### src/rtl/diffie_hellman_modexp_unit_defines.svh
// assertion macros for the diffie-hellman modular exponentiation unit
`ifndef DIFFIE_HELLMAN_MODEXP_UNIT_DEFINES_SVH
`define DIFFIE_HELLMAN_MODEXP_UNIT_DEFINES_SVH

// same-cycle implication, disabled while reset is low
`define DHM_ASSERT_SAME(label, clk, rst_n, ante, cons, msg) \
    label: assert property (@(posedge clk) disable iff (!rst_n) (ante) |-> (cons)) \
        else $error(msg);

// next-cycle implication, disabled while reset is low
`define DHM_ASSERT_NEXT(label, clk, rst_n, ante, cons, msg) \
    label: assert property (@(posedge clk) disable iff (!rst_n) (ante) |=> (cons)) \
        else $error(msg);

`endif

### src/rtl/dhm_pkg.sv
// shared constants for the diffie-hellman modular exponentiation unit
package dhm_pkg;

    localparam int NUM_WIDTH_DEF = 31;

    // configuration reset values
    localparam int MOD_RESET = 23;
    localparam int GEN_RESET = 5;

    // configuration register indexes
    localparam logic CFG_MODULUS   = 1'b0;
    localparam logic CFG_GENERATOR = 1'b1;

    // item operations
    localparam logic OP_PUBLIC = 1'b0;
    localparam logic OP_SHARED = 1'b1;

    typedef logic [2:0] t_state;

endpackage

### src/rtl/diffie_hellman_modexp_unit.sv
// diffie-hellman modular exponentiation unit with one shared modular adder
//
//  channel   direction  handshake                  payload
//  command   in         i_start, o_busy            i_op, i_value
//  result    out        o_done (one-cycle strobe)  o_result
//  config    in         i_cfg_valid, o_cfg_ready   i_cfg_index, i_cfg_data
//
// one item reduces the base modulo m one bit at a time, then per exponent bit does one
// check and up to two shift-and-add multiplies (acc times base, then base squared).
// all arithmetic goes through the single modular adder: one add or doubling a cycle.
// busy stays high from the accepting edge until the done strobe cycle ends.
// synchronous active-low reset: modulus 23, generator 5, stored exponent 0.
// results cannot be stalled; o_result holds its value until the next item.
`include "diffie_hellman_modexp_unit_defines.svh"

module diffie_hellman_modexp_unit
    import dhm_pkg::*;
#(
    parameter int NUM_WIDTH = NUM_WIDTH_DEF
) (
    input  logic                 i_clk,
    input  logic                 i_rst_n,
    input  logic                 i_start,
    output logic                 o_busy,
    input  logic                 i_op,
    input  logic [NUM_WIDTH-1:0] i_value,
    output logic                 o_done,
    output logic [NUM_WIDTH-1:0] o_result,
    input  logic                 i_cfg_valid,
    output logic                 o_cfg_ready,
    input  logic                 i_cfg_index,
    input  logic [NUM_WIDTH-1:0] i_cfg_data
);

    localparam int W  = NUM_WIDTH;
    localparam int CW = $clog2(W + 1);

    localparam t_state S_IDLE = 3'd0;
    localparam t_state S_RED  = 3'd1;
    localparam t_state S_PCHK = 3'd2;
    localparam t_state S_MUL  = 3'd3;
    localparam t_state S_DONE = 3'd4;

    t_state         r_state, n_state;
    logic [W-1:0]   r_mod, r_gen, r_priv;
    logic [W-1:0]   r_acc, n_acc;
    logic [W-1:0]   r_base, n_base;
    logic [W-1:0]   r_rsh, n_rsh;
    logic [W-1:0]   r_e, n_e;
    logic [W-1:0]   r_ma, n_ma;
    logic [W-1:0]   r_mb, n_mb;
    logic [W-1:0]   r_mp, n_mp;
    logic           r_msq, n_msq;
    logic           r_mph, n_mph;
    logic [CW-1:0]  r_cnt, n_cnt;

    // shared modular adder: (x + y + cin) mod m, with x, y < m
    logic [W-1:0]   u_x, u_y, u_out;
    logic           u_cin;
    logic [W:0]     u_sum, u_diff;

    assign u_sum  = {1'b0, u_x} + {1'b0, u_y} + {{W{1'b0}}, u_cin};
    assign u_diff = u_sum - {1'b0, r_mod};
    assign u_out  = (u_sum >= {1'b0, r_mod}) ? u_diff[W-1:0] : u_sum[W-1:0];

    logic accept;
    assign accept      = i_start && (r_state == S_IDLE);
    assign o_busy      = (r_state != S_IDLE);
    assign o_done      = (r_state == S_DONE);
    assign o_result    = r_acc;
    assign o_cfg_ready = (r_state == S_IDLE);

    always_comb begin
        u_x   = r_ma;
        u_y   = r_ma;
        u_cin = 1'b0;
        case (r_state)
            S_RED: begin
                u_x   = r_base;
                u_y   = r_base;
                u_cin = r_rsh[W-1];
            end
            S_MUL: begin
                if (!r_mph && r_mb[0]) begin
                    u_x = r_mp;
                    u_y = r_ma;
                end
            end
            default: begin
                u_cin = 1'b0;
            end
        endcase
    end

    always_comb begin
        n_state = r_state;
        n_acc   = r_acc;
        n_base  = r_base;
        n_rsh   = r_rsh;
        n_e     = r_e;
        n_ma    = r_ma;
        n_mb    = r_mb;
        n_mp    = r_mp;
        n_msq   = r_msq;
        n_mph   = r_mph;
        n_cnt   = r_cnt;
        case (r_state)
            S_IDLE: begin
                if (accept) begin
                    n_rsh  = (i_op == OP_PUBLIC) ? r_gen : i_value;
                    n_e    = (i_op == OP_PUBLIC) ? i_value : r_priv;
                    n_base = '0;
                    n_cnt  = '0;
                    if (r_mod < W'(2)) begin
                        // every residue is zero
                        n_acc   = '0;
                        n_state = S_DONE;
                    end else begin
                        n_acc   = W'(1);
                        n_state = S_RED;
                    end
                end
            end
            S_RED: begin
                // base mod m, one bit a cycle, most significant first
                n_base = u_out;
                n_rsh  = r_rsh << 1;
                n_cnt  = r_cnt + CW'(1);
                if (r_cnt == CW'(W - 1)) begin
                    n_state = S_PCHK;
                end
            end
            S_PCHK: begin
                n_mp  = '0;
                n_mph = 1'b0;
                n_ma  = r_base;
                if (r_e == '0) begin
                    n_state = S_DONE;
                end else begin
                    n_state = S_MUL;
                    n_mb    = r_e[0] ? r_acc : r_base;
                    n_msq   = !r_e[0];
                end
            end
            S_MUL: begin
                if (r_mb == '0) begin
                    if (!r_msq) begin
                        // acc * base done, follow with base squared
                        n_acc = r_mp;
                        n_mp  = '0;
                        n_ma  = r_base;
                        n_mb  = r_base;
                        n_msq = 1'b1;
                        n_mph = 1'b0;
                    end else begin
                        n_base  = r_mp;
                        n_e     = r_e >> 1;
                        n_state = S_PCHK;
                    end
                end else if (!r_mph && r_mb[0]) begin
                    n_mp  = u_out;
                    n_mph = 1'b1;
                end else begin
                    n_ma  = u_out;
                    n_mb  = r_mb >> 1;
                    n_mph = 1'b0;
                end
            end
            S_DONE: begin
                n_state = S_IDLE;
            end
            default: begin
                n_state = S_IDLE;
            end
        endcase
    end

    always_ff @(posedge i_clk) begin
        if (!i_rst_n) begin
            r_state <= S_IDLE;
            r_mod   <= W'(MOD_RESET);
            r_gen   <= W'(GEN_RESET);
            r_priv  <= '0;
        end else begin
            r_state <= n_state;
            if (i_cfg_valid && o_cfg_ready) begin
                if (i_cfg_index == CFG_MODULUS) begin
                    r_mod <= i_cfg_data;
                end else begin
                    r_gen <= i_cfg_data;
                end
            end
            if (accept && (i_op == OP_PUBLIC)) begin
                r_priv <= i_value;
            end
        end
    end

    always_ff @(posedge i_clk) begin
        r_acc  <= n_acc;
        r_base <= n_base;
        r_rsh  <= n_rsh;
        r_e    <= n_e;
        r_ma   <= n_ma;
        r_mb   <= n_mb;
        r_mp   <= n_mp;
        r_msq  <= n_msq;
        r_mph  <= n_mph;
        r_cnt  <= n_cnt;
    end

    logic res_ok, mul_ok;
    assign res_ok = (o_result < r_mod) || (r_mod < W'(2));
    assign mul_ok = (r_ma < r_mod) && (r_mp < r_mod);

    `DHM_ASSERT_NEXT(a_start_busy, i_clk, i_rst_n, accept, o_busy, "item accepted but not busy")
    `DHM_ASSERT_NEXT(a_done_idle, i_clk, i_rst_n, o_done, !o_busy, "no return to idle after done")
    `DHM_ASSERT_SAME(a_res_range, i_clk, i_rst_n, o_done, res_ok, "result not reduced")
    `DHM_ASSERT_SAME(a_mul_range, i_clk, i_rst_n, r_state == S_MUL, mul_ok, "operand not reduced")

endmodule
### config.mk
export PLATFORM = sky130hd
export DESIGN_NAME = diffie_hellman_modexp_unit
export DESIGN_NICKNAME = d
export VERILOG_FILES = /design/src/rtl/dhm_pkg.sv /design/src/rtl/diffie_hellman_modexp_unit.sv
export VERILOG_INCLUDE_DIRS = /design/src /design/src/rtl
export SDC_FILE = /design/constraint.sdc
export NUM_CORES = 1
export LEC_CHECK = 0
export BUFFER_PORTS_ARGS = -buffer_cell sky130_fd_sc_hd__buf_2
export CORE_AREA = 8 8 282 284
export DETAILED_ROUTE_END_ITERATION = 7
export DIE_AREA = 0 0 290 292
export PLACE_DENSITY_LB_ADDON = 0.3
export SETUP_SLACK_MARGIN = 0.4
export SLEW_MARGIN = 10
export SYNTH_ARGS = -nofsm -noshare
export SYNTH_HDL_FRONTEND = slang
export SYNTH_SLANG_ARGS = --single-unit
### constraint.sdc
create_clock -name i_clk -period 7.7 [get_ports i_clk]
set_input_delay 1.54 -clock i_clk [delete_from_list [all_inputs] [get_ports i_clk]]
set_output_delay 1.54 -clock i_clk [all_outputs]
set_load 0.01 [all_outputs]
* After elaboration in Yosys (flattened, before gate mapping)
Index checks and enable logic that the tools add are counted.
** Word-level totals
- Output and inout bits :: 34
- Flip-flop bits (word level) :: 320
- Logic and storage cells :: 113
- Bits of input ports :: 68
** Operators by class
- $lt $le $gt $ge :: 2
- Reductions and logical operators :: 26
- Equal/unequal tests :: 14
- Bitwise operators :: 2
- Mux-type cells :: 51
- Add/sub/neg operators :: 4
** Operators by type and width (count)
- two-way mux 31 bit :: 25
- case mux 31 bit (2 select lines) :: 7
- case mux 31 bit (3 select lines) :: 1
- logical NOT 31 bit :: 2
- adder 31 x 31 -> 32 bit :: 1
- adder 32 x 1 -> 32 bit :: 1
- >= comparator 32 x 31 -> 1 bit :: 1
- < comparator 31 x 2 -> 1 bit (second input constant) :: 1
- subtractor 31 bit :: 1
- AND reduction 4 bit :: 5
- two-way mux 3 bit :: 6
- case mux 3 bit (4 select lines) :: 1
- != test 2 bit (second input constant) :: 5
- case mux 5 bit (2 select lines) :: 1
- != test 3 bit (second input constant) :: 3
- AND reduction 3 bit :: 3
- AND reduction 2 bit :: 4
- two-way mux 1 bit :: 7
- equality test 3 x 2 -> 1 bit (second input constant) :: 2
- nonzero test 2 bit :: 3
- nonzero test 3 bit :: 2
- adder 5 x 1 -> 5 bit (second input constant) :: 1
- equality test 5 bit (second input constant) :: 1
- two-way mux 5 bit :: 1
- 8 further kinds :: 14

* Logic depth before layout (Yosys ltp)
Gate-level depths: netlist of run 1.
- Word-level depth :: 11
- Mapped depth :: 27

* Worst setup path after synthesis of run 1
Ideal clock, no wire load.
- Kind :: register -> register
- Start point :: reg r_state[2]
- End point :: reg r_ma[10], data pin
- Path slack :: 2.103 ns
- Data arrival time :: 5.331 ns
- Period minus slack after synthesis :: 5.597 ns
- Setup time :: 0.266 ns
- Path buffers :: 3
- Cell stages (with the launch flop) :: 26
- Data required time :: 7.434 ns
- Path through :: dfxtp_1 -> nand2b_1 -> nor2_1 -> clkbuf_1 -> clkbuf_1 -> mux2i_1 -> fa_1 -> inv_1 -> fa_1 -> a21o_1 -> a221oi_2 -> nor4_2 -> o211ai_2 -> a21oi_1 -> o41ai_2 -> xor2_1 -> inv_1 -> ha_1 -> nor2b_1 -> nor3_1 -> nand2_1 -> a211oi_4 -> nand3_4 -> buf_4 -> mux2i_1 -> o21ai_0
** Between the ends
- Word-level cells in the longest chain between the ends :: 9
- Elaborated cells on any way between the ends :: 14
** RTL lines
- from (decl) :: RTL line diffie_hellman_modexp_unit.sv:44 : t_state r_state, n_state;
- from (signal assigned) :: RTL line diffie_hellman_modexp_unit.sv:185 : r_state <= n_state;
- equality test 3 x 2 -> 1 bit / equality test 3 x 1 -> 1 bit (equally long branches) :: RTL line diffie_hellman_modexp_unit.sv:77, diffie_hellman_modexp_unit.sv:107
- case mux 31 bit (2 select lines) / two-way mux 31 bit (equally long branches)
- adder 31 x 31 -> 32 bit :: RTL line diffie_hellman_modexp_unit.sv:62 : assign u_sum = {1'b0, u_x} + {1'b0, u_y} + {{W{1'b0}}, u_cin};
- adder 32 x 1 -> 32 bit :: RTL line diffie_hellman_modexp_unit.sv:62
- subtractor 31 bit / >= comparator 32 x 31 -> 1 bit (equally long branches) :: RTL line diffie_hellman_modexp_unit.sv:63, diffie_hellman_modexp_unit.sv:64
- two-way mux 31 bit :: RTL line diffie_hellman_modexp_unit.sv:64 : assign u_out = (u_sum >= {1'b0, r_mod}) ? u_diff[W-1:0] : u_sum[W-1:0];
- two-way mux 31 bit :: RTL line diffie_hellman_modexp_unit.sv:160 : end else if (!r_mph && r_mb[0]) begin
- two-way mux 31 bit :: RTL line diffie_hellman_modexp_unit.sv:146 : if (r_mb == '0) begin
- case mux 31 bit (2 select lines) (*) :: RTL line diffie_hellman_modexp_unit.sv:107 : case (r_state)
- via n_ma[10] :: RTL line diffie_hellman_modexp_unit.sv:50 : logic [W-1:0] r_ma, n_ma;
- to (signal assigned) :: RTL line diffie_hellman_modexp_unit.sv:204 : r_ma <= n_ma;
- to (decl) :: RTL line diffie_hellman_modexp_unit.sv:50
The timed path passes the listed nets; every way through them passes the cells marked *. The select of a mux whose other input is x is not followed.
A chain may end at the register's enable or synchronous reset.

* Worst setup path after layout of run 1
- Start point :: reg r_state[2]
- End point :: reg r_ma[11], data pin
Same word-level chain as after synthesis.

==> results of run 1 <==
how the worst min path moves through the flow:
stage | slack, ps | from | depth (start not counted) | endpoint
after CTS | 470 | r_gen[27]$_SDFFE_PN0P_ | 2 | r_gen[27]$_SDFFE_PN0P_
after detailed placement | 460 | r_gen[27]$_SDFFE_PN0P_ | 2 | r_gen[27]$_SDFFE_PN0P_
after global placement | 450 | r_gen[25]$_SDFFE_PN0P_ | 2 | r_gen[25]$_SDFFE_PN0P_
after global routing | 480 | r_priv[24]$_SDFFE_PN0P_ | 2 | r_priv[24]$_SDFFE_PN0P_
after floorplan | 440 | r_gen[0]$_SDFFE_PN1P_ | 2 | r_gen[0]$_SDFFE_PN1P_
final | 460 | r_priv[6]$_SDFFE_PN0P_ | 2 | r_priv[6]$_SDFFE_PN0P_
routing by layer:
metal,part of all wire (%),wire length [um],global-route usage (%)
met1,49,30100,20.3
met2,43,26800,21.8
met3,6.4,3940,2.49
met4,1.4,853,2.19
met5,0,0,0
state kept, by name (all words and copies together) (netlist names), 3 cells and up:
name,flops
o_result,31
r_base,31
r_e,31
r_gen,31
r_ma,31
r_mb,31
r_mod,31
r_mp,31
r_priv,31
r_rsh,31
r_cnt,5
r_state,3
tightest hold or removal path: cells and delay by family, from the launching register on:
family | cells | cell delay, ps
DFF | 1 | 310
AOI/OAI and AO/OA | 1 | 60
and+or+nand+nor | 1 | 40
cell type report:
type / count / area, um2 / area share (%)
multi-input combinational: 1541 / 9280 / 43.9
sequential: 320 / 8650 / 40.9
tap: 978 / 1220 / 5.78
clock buffer: 46 / 960 / 4.54
timing repair buffer: 131 / 733 / 3.47
inverter: 56 / 210 / 0.994
clock inverter: 14 / 97.6 / 0.461
Yosys cell counts, types with 23 or more instances:
master	n
a21boi_0	89
a21oi_1	107
and3_1	33
clkbuf_1	105
dfxtp_1	96
edfxtp_1	224
ha_1	63
inv_1	56
mux2i_1	86
nand2_1	459
nor2_1	142
nor4_1	23
o21ai_0	117
o21bai_1	27
o22ai_1	92
xor2_1	25
metrics by stage:
stage	hold WS, ps	setup slack (ps)	util [%]	area, um2	instances
after floorplan	440	2100	-	18600	2042
after CTS	467	1170	28.1	21200	3086
after detailed placement	459	1190	26.7	20100	3026
after global routing	482	596	28.1	21200	3086
after global placement	452	1330	26.7	20100	3026
final	465	1030	28.1	21200	3086
kinds of logic after synthesis:
family / share of synthesized area (%)
flip-flops: 46.6
XOR/XNOR: 2.17
adder cells (fa/ha/maj): 4.57
multiplexers: 4.82
buffers and inverters: 3.91
AND/OR/NAND/NOR: 17.5
AO/OA/AOI/OAI: 20.4
==> key figures, run 1 <==
Drt
  – Antenna viol nets, final: 0
  – Drc violations: 0
  – Vias: 15700
  – Via density: 5.07
  – WL/cell: 20.0 um
  – DRT Pass-1 Iters: 6
  – Total wire length: 61.6 mm
  – Initial DRC Count: 1527

Clock network
  – Root Buffer: clkbuf_16
  – CTS resizes: 0
  – Clock Path Buffers: 3
  – Num CTS Buffers: 36
  – Hold_buf cts: 0
  – Number of H-tree levels: 2
  – CTS tree: yes
  – Clock sinks: 320
  – Post-CTS Setup Bufs: 0
  – Clock-pin slew on the worst setup and hold paths: 70 ps
  – Skew-Pair Late Insertion Delay: 540 ps

Floorplanning
  – Initial core utilization: 24.7%
  – Die Y-Extent: 292 um
  – Core box area: 75200 um2
  – # rows: 101
  – Die ar.: 84700 um2
  – Die W: 290 um
  – Total I/O pin count: 102

STA
  – Final period utilization: 86.7%
  – Peak Freq: 150 MHz
  – RSZ-0062 raised after global routing: false
  – Worst relative slew slack: 25.8%
  – Final Max Slew Viols: 0
  – Post-route minimum period: 6670 ps
  – Endpoints failing setup: 0
  – Slew at the pin with the worst max-slew slack: 1110 ps
  – Sum Neg Setup Slack: 0 ps
  – Hold Vio Cnt, Final: 0
  – Clock Skews: 25.2 ps

GRT
  – GRT Overall Usage: 13.9%
  – Vias in the first global route: 15300
  – Global route overflow: 0
  – Initial antenna violation count: 5
  – First-pass GRT wire length: 94.4 mm
  – Largest net degree at the start of global routing: 97

Setup path
  – CP startpoint kind: flip-flop
  – Critical Path End: r_ma[11]$_DFFE_PP_
  – CP delay by family, top: compound AO/OA/AOI/OAI gates
  – Register-to-Register Path Depth: 21
  – Crit path max fanout: 23
  – Critical path class: reg2reg
  – Worst Path Arrival: 6920 ps
  – CP Depth: 21
  – Reg2reg end: r_ma[11]$_DFFE_PP_
  – CP Capture Type: flip-flop
  – Buf/Inv on CP: 2
  – R2r setup slk: 1030 ps
  – Worst reg2reg startpoint: r_state[2]$_SDFFE_PN0P_
  – Crit path required time: 7950 ps
  – Slowest CP cell: a2111oi_0
  – Crit path from: r_state[2]$_SDFFE_PN0P_
  – Worst path max stage delay: 640 ps
  – CP Cell Sequence: nand2b_1 > nor2_4 > buf_4 > nand2_1 > fa_1 > inv_1 > fa_1 > a21o_1 > a221oi_2 > a2111oi_0 > nor2_1 > o21bai_1 > xor2_1 > ha_1 > nand4_1 > o21bai_1 > a221oi_2 > a31o_1 > nand3_4 > mux2i_1 > o21ai_0

Status
  – Status: complete, no violations

Synthesis
  – Synth top area share: 36.2%
  – Cell taking the most area after synthesis: edfxtp_1
  – Syn_area_per_cell: 9.10 um2
  – Ys async rst share: 0%
  – Ys Warns: 0
  – Cell Area, Synth: 18600 um2
  – Netlist cell types: 79
  – Seq/Total Area, Yosys: 46.6%
  – Prevailing post-synth register cell: edfxtp_1
  – Post-Synthesis Cells: 2042
  – FF+latch count, synth: 320
  – Post-synth EDFFs: 224
  – Syn_nets: 2176
  – Synth area leaders: edfxtp_1 36%, dfxtp_1 10%, nand2_1 9.3%

Layout
  – Area Growth Syn to Fin: 13.9%
  – Layout cells sized above 1: 10.5%
  – Most frequent cells in the layout: 458 x nand2_1, 224 x edfxtp_1, 138 x nor2_1, 117 x o21ai_0, 105 x a21oi_1
  – Most common cell after layout, fill and taps aside: nand2_1
  – ANT cells: 0
  – Final Net Count: 2220
  – # fillers: 7967

Worst hold path
  – Hold Crit Class: reg2reg

Flow run
  – Max-cap violations: 0

Placement
  – IO Port Bufs: 101
  – Final GP Congestion: 0.902
  – HPWL Detailed: 45.7 mm
Power of run 1 is not shown: default switching activity piles up to over one toggle a cycle in this logic, so the estimate is an artifact.
==> inputs of run 2 (changes only) <==
--- a/config.mk
+++ b/config.mk
@@ -7,6 +7,8 @@
 export NUM_CORES = 1
 export LEC_CHECK = 0
 export BUFFER_PORTS_ARGS = -buffer_cell sky130_fd_sc_hd__buf_2
+export CELL_PAD_IN_SITES_DETAIL_PLACEMENT = 1
+export CELL_PAD_IN_SITES_GLOBAL_PLACEMENT = 2
 export CORE_AREA = 8 8 282 284
 export DETAILED_ROUTE_END_ITERATION = 7
 export DIE_AREA = 0 0 290 292
==> run 2 against run 1 <==
  * Sequential share of layout area fell by 0.70 points
  * Register-to-register slack worse by 200 ps
  * Clock skew shrank 5.1 ps
  * Cell count increased by 0.71%
  * Largest cell class unchanged
  * Highest routed layer is now met5
==> key figures, run 2 (synthesis gave the netlist of run 1 again) <==
Status
  – Status: complete, no violations

Drt
  – Total wire length: 68.5 mm
  – Initial DRC Count: 885
  – WL/cell: 22.0 um
  – Vias: 15600
  – DRT Pass-1 Iters: 5
  – Drc violations: 0
  – Via density: 5.03
  – Antenna viol nets, final: 0

Layout
  – Final core utilization: 28.6%
  – Layout cells sized above 1: 11.1%
  – Area Growth Syn to Fin: 15.9%
  – # fillers: 8662
  – Post-route cell area: 21500 um2
  – Most common cell after layout, fill and taps aside: nand2_1
  – Post-Layout Cell Count: 3108
  – Final Net Count: 2227
  – Most frequent cells in the layout: 457 x nand2_1, 224 x edfxtp_1, 138 x nor2_1, 117 x o21ai_0, 105 x a21oi_1

Setup path
  – Worst Path Arrival: 7270 ps
  – Worst reg2reg startpoint: r_state[0]$_SDFFE_PN0P_
  – Critical path class: reg2reg
  – Reg2reg end: r_ma[19]$_DFFE_PP_
  – Crit path required time: 8100 ps
  – Register-to-Register Path Depth: 20
  – R2r setup slk: 830 ps
  – CP startpoint kind: flip-flop
  – CP Capture Type: flip-flop
  – Crit path max fanout: 17

Clock network
  – CTS tree: yes
  – CTS resizes: 0
  – Clock-pin slew on the worst setup and hold paths: 60 ps
  – Hold_buf cts: 0
  – Clock sinks: 320
  – Num CTS Buffers: 43
  – Number of H-tree levels: 2
  – Clock Path Buffers: 3
  – Post-CTS Setup Bufs: 0
  – Skew-Pair Late Insertion Delay: 580 ps
  – Root Buffer: clkbuf_16

GRT
  – GRT Overall Usage: 15.7%
  – First-pass GRT wire length: 104 mm
  – Largest net degree at the start of global routing: 97
  – Initial antenna violation count: 5
  – Global route overflow: 0
  – Vias in the first global route: 16400

STA
  – Peak Freq: 146 MHz
  – Clock Skews: 20.1 ps
  – Slew at the pin with the worst max-slew slack: 1090 ps
  – Final period utilization: 89.2%
  – RSZ-0062 raised after global routing: false
  – Sum Neg Setup Slack: 0 ps
  – Worst relative slew slack: 25.7%
  – Endpoints failing setup: 0
  – Final Max Slew Viols: 0
  – Hold Vio Cnt, Final: 0
  – Post-route minimum period: 6870 ps

Floorplanning
  – # rows: 101
  – Core box area: 75200 um2
  – Die ar.: 84700 um2
  – Total I/O pin count: 102
  – Die Y-Extent: 292 um
  – Initial core utilization: 24.7%
  – Die W: 290 um

Worst hold path
  – Hold Crit Class: reg2reg
  – Hold path depth: 2
  – Hold endpoint: r_priv[22]$_SDFFE_PN0P_
  – Min-Delay Startpoint: r_priv[22]$_SDFFE_PN0P_

Flow run
  – Max-cap violations: 0

Placement
  – Final GP Congestion: 0.854
  – IO Port Bufs: 101
  – HPWL Detailed: 50.6 mm
  – Placed Instances: 3026
  – Placed Area: 20100 um2
==> run 2: cell count changes in the layout (fill, tap and decap cells not counted), moves of 2 or more <==
cell | before | now
clkbuf_16 | 37 | 43
inv_6 | 0 | 2
clkbuf_8 | 0 | 2
clkinv_8 | 0 | 2
clkinv_1 | 4 | 9
bufinv_16 | 1 | 3
clkinv_2 | 6 | 3
diode_2 | 0 | 3
==> run 2: layout make-up <==
| class | instances | area [um2] | share of cell area (%) |
|---|---|---|---|
| Antenna cell | 3 | 7.51 | 0.0349 |
| Clock buffer | 55 | 1140 | 5.30 |
| Clock inverter | 24 | 240 | 1.12 |
| Inverter | 56 | 210 | 0.977 |
| Multi-Input combinational cell | 1541 | 9300 | 43.2 |
| Sequential cell | 320 | 8650 | 40.2 |
| Tap cell | 978 | 1220 | 5.69 |
| Timing Repair Buffer | 131 | 746 | 3.47 |
==> run 2: metrics by stage <==
stage | hold slack, ps | setup WS [ps]
2_1_floorplan | 440 | 2100
3_3_place_gp | 452 | 907
3_5_place_dp | 459 | 856
4_1_cts | 469 | 806
5_1_grt | 485 | 483
6_report | 465 | 829
==> run 2: worst max-delay path by stage <==
stage / from / to / slack [ps] / cells past startpoint
after global placement: r_state[0]$_SDFFE_PN0P_ / r_ma[19]$_DFFE_PP_ / 910 / 22
after CTS: r_state[0]$_SDFFE_PN0P_ / r_ma[19]$_DFFE_PP_ / 810 / 22
after floorplan: r_state[2]$_SDFFE_PN0P_ / r_ma[10]$_DFFE_PP_ / 2100 / 25
final: r_state[0]$_SDFFE_PN0P_ / r_ma[19]$_DFFE_PP_ / 830 / 20
after detailed placement: r_state[0]$_SDFFE_PN0P_ / r_ma[19]$_DFFE_PP_ / 860 / 22
after global routing: r_state[0]$_SDFFE_PN0P_ / r_ma[19]$_DFFE_PP_ / 480 / 20
==> run 2: critical path, cell delays in order (launching register included) <==
cell	delay [ps]
dfxtp_1	480
nor2b_4	270
buf_4	270
o221ai_1	180
fa_1	490
inv_1	80
fa_1	200
a21o_1	160
a221oi_2	100
a2111oi_0	610
nor2_1	160
o21bai_1	220
xor2_1	510
ha_1	440
nand4_1	230
o21bai_1	120
a221oi_2	330
a31o_1	380
and3_1	730
a21oi_1	360
o31ai_1	310
==> run 2: routing by layer <==
metal  share of wire [%]  global-route usage (%)  vias to the layer above
met4                 3.0                    4.98                        2
met1                  47                    20.7                     7750
li1                    -                       -                     7499
met2                  46                    25.9                      290
met5               0.019                       0                        -
met3                 4.4                    3.02                      102
Power of run 2 is left out for the same reason.
==> inputs of run 3 (changes only) <==
--- a/config.mk
+++ b/config.mk
@@ -7,8 +7,8 @@
 export NUM_CORES = 1
 export LEC_CHECK = 0
 export BUFFER_PORTS_ARGS = -buffer_cell sky130_fd_sc_hd__buf_2
-export CELL_PAD_IN_SITES_DETAIL_PLACEMENT = 1
-export CELL_PAD_IN_SITES_GLOBAL_PLACEMENT = 2
+export CELL_PAD_IN_SITES_DETAIL_PLACEMENT = 0
+export CELL_PAD_IN_SITES_GLOBAL_PLACEMENT = 1
 export CORE_AREA = 8 8 282 284
 export DETAILED_ROUTE_END_ITERATION = 7
 export DIE_AREA = 0 0 290 292
==> run 3 against run 2 <==
  * Global-route usage down 1.1 points
  * Clock skew grew 13 ps
  * Register-to-register slack better by 20 ps
  * Fmax grew 0.35%
  * Critical endpoint is now r_ma[24]$_DFFE_PP_
  * Sequential cell count did not move
  * Die area unchanged
  * Critical path type unchanged
  * Design area shrank 0.74%
  * Setup slack gained 24 ps
==> key figures, run 3 (synthesis gave the netlist of run 1 again) <==
Drt
  – Drc violations: 0
  – Via density: 5.00
  – Total wire length: 64.5 mm
  – Antenna viol nets, final: 0
  – Initial DRC Count: 1165
  – DRT Pass-1 Iters: 5
  – Vias: 15500
  – WL/cell: 20.8 um

Layout
  – Area Growth Syn to Fin: 15.0%
  – Most frequent cells in the layout: 458 x nand2_1, 224 x edfxtp_1, 138 x nor2_1, 117 x o21ai_0, 105 x a21oi_1
  – Final Net Count: 2222
  – Most common cell after layout, fill and taps aside: nand2_1
  – ANT cells: 0
  – Post-route cell area: 21400 um2
  – Layout cells sized above 1: 10.6%
  – # fillers: 8030

STA
  – Worst relative slew slack: 30.6%
  – Final period utilization: 88.9%
  – RSZ-0062 raised after global routing: false
  – Sum Neg Setup Slack: 0 ps
  – Hold Vio Cnt, Final: 0
  – Final Max Slew Viols: 0
  – Post-route minimum period: 6850 ps
  – Clock Skews: 33.1 ps
  – Slew at the pin with the worst max-slew slack: 1040 ps
  – Peak Freq: 146 MHz
  – Final hold slack: 462 ps
  – Endpoints failing setup: 0

Status
  – Status: complete, no violations

Setup path
  – Slowest CP cell: mux2i_1
  – CP Cell Sequence: nand2b_1 > nor2_4 > mux2i_1 > fa_1 > inv_1 > fa_1 > a21o_1 > a221oi_2 > nor4_2 > o211ai_2 > a21oi_1 > o41ai_2 > xor2_1 > inv_1 > ha_1 > nor2b_1 > nor3_1 > nand2_1 > a211oi_4 > nand3_4 > mux2i_1 > o21ai_0
  – Crit path required time: 7980 ps
  – Worst Path Arrival: 7120 ps
  – Crit path max fanout: 14
  – Buf/Inv on CP: 2
  – Critical path class: reg2reg
  – CP startpoint kind: flip-flop
  – CP delay by family, top: compound AO/OA/AOI/OAI gates
  – CP Capture Type: flip-flop
  – Worst path max stage delay: 550 ps

Clock network
  – Clock Path Buffers: 3
  – Skew-Pair Late Insertion Delay: 560 ps
  – CTS resizes: 0
  – CTS tree: yes
  – Clock-pin slew on the worst setup and hold paths: 60 ps
  – Number of H-tree levels: 2
  – Post-CTS Setup Bufs: 0
  – Clock sinks: 320
  – Hold_buf cts: 0
  – Root Buffer: clkbuf_16
  – Num CTS Buffers: 39

GRT
  – First-pass GRT wire length: 97.0 mm
  – GRT Overall Usage: 14.6%
  – Largest net degree at the start of global routing: 97
  – Initial antenna violation count: 0
  – Global route overflow: 0
  – Vias in the first global route: 15300

Placement
  – Placed Area: 20100 um2
  – HPWL Detailed: 47.3 mm
  – IO Port Bufs: 101
  – Final GP Congestion: 0.865

Floorplanning
  – # rows: 101
  – Die W: 290 um
  – Total I/O pin count: 102
  – Core box area: 75200 um2
  – Initial core utilization: 24.7%
  – Die Y-Extent: 292 um
  – Die ar.: 84700 um2

Flow run
  – Max-cap violations: 0

Worst hold path
  – Hold Crit Class: reg2reg
-- run 3: cell count changes in the layout (fill, tap and decap cells not counted), sizes merged --
cell and change:
clkbuf +2, diode -3, clkinv -4, clkinvlp -3, inv -2, buf -1
-- run 3: worst register-to-register path, cell delays in order (launching register included) --
cell	delay (ps)
dfxtp_1	410
nand2b_1	320
nor2_4	460
mux2i_1	300
fa_1	250
inv_1	70
fa_1	420
a21o_1	230
a221oi_2	410
nor4_2	130
o211ai_2	260
a21oi_1	170
o41ai_2	440
xor2_1	350
inv_1	80
ha_1	350
nor2b_1	170
nor3_1	220
nand2_1	130
a211oi_4	380
nand3_4	280
mux2i_1	550
o21ai_0	200
-- run 3: area by class of cell --
cell class                      instances  area, um2  share of cell area [%]
Timing Repair Buffer                  130        751                    3.51
Clock inverter                         15        156                   0.732
Tap cell                              978       1220                    5.73
Sequential cell                       320       8650                    40.5
Inverter                               56        210                   0.984
Multi-Input combinational cell       1541       9280                    43.5
Clock buffer                           57       1080                    5.08
-- run 3: final timing paths --
kind,slack (ps),start,to,cells after the start
max,850,r_state[2]$_SDFFE_PN0P_,r_ma[24]$_DFFE_PP_,22
min,460,r_priv[27]$_SDFFE_PN0P_,r_priv[27]$_SDFFE_PN0P_,2
max reg2reg,850,r_state[2]$_SDFFE_PN0P_,r_ma[24]$_DFFE_PP_,22
min reg2reg,460,r_priv[27]$_SDFFE_PN0P_,r_priv[27]$_SDFFE_PN0P_,2
-- run 3: layer usage --
metal,wire [um],up-vias,part of all wire (%),track usage [%]
met1,30400,7499,47,20.0
met4,1230,0,1.9,3.35
li1,-,7506,-,-
met2,29600,405,46,24.1
met3,3180,71,4.9,2.29
met5,0,-,0,0
-- run 3: per-stage QoR --
stage | cells | worst slack (ps) | utilization (%)
after floorplan | 2042 | 2100 | -
after global placement | 3025 | 957 | 26.8
after global routing | 3097 | 416 | 28.4
after CTS | 3097 | 870 | 28.4
final | 3097 | 853 | 28.4
after detailed placement | 3025 | 926 | 26.8
Power of run 3 is left out for the same reason.
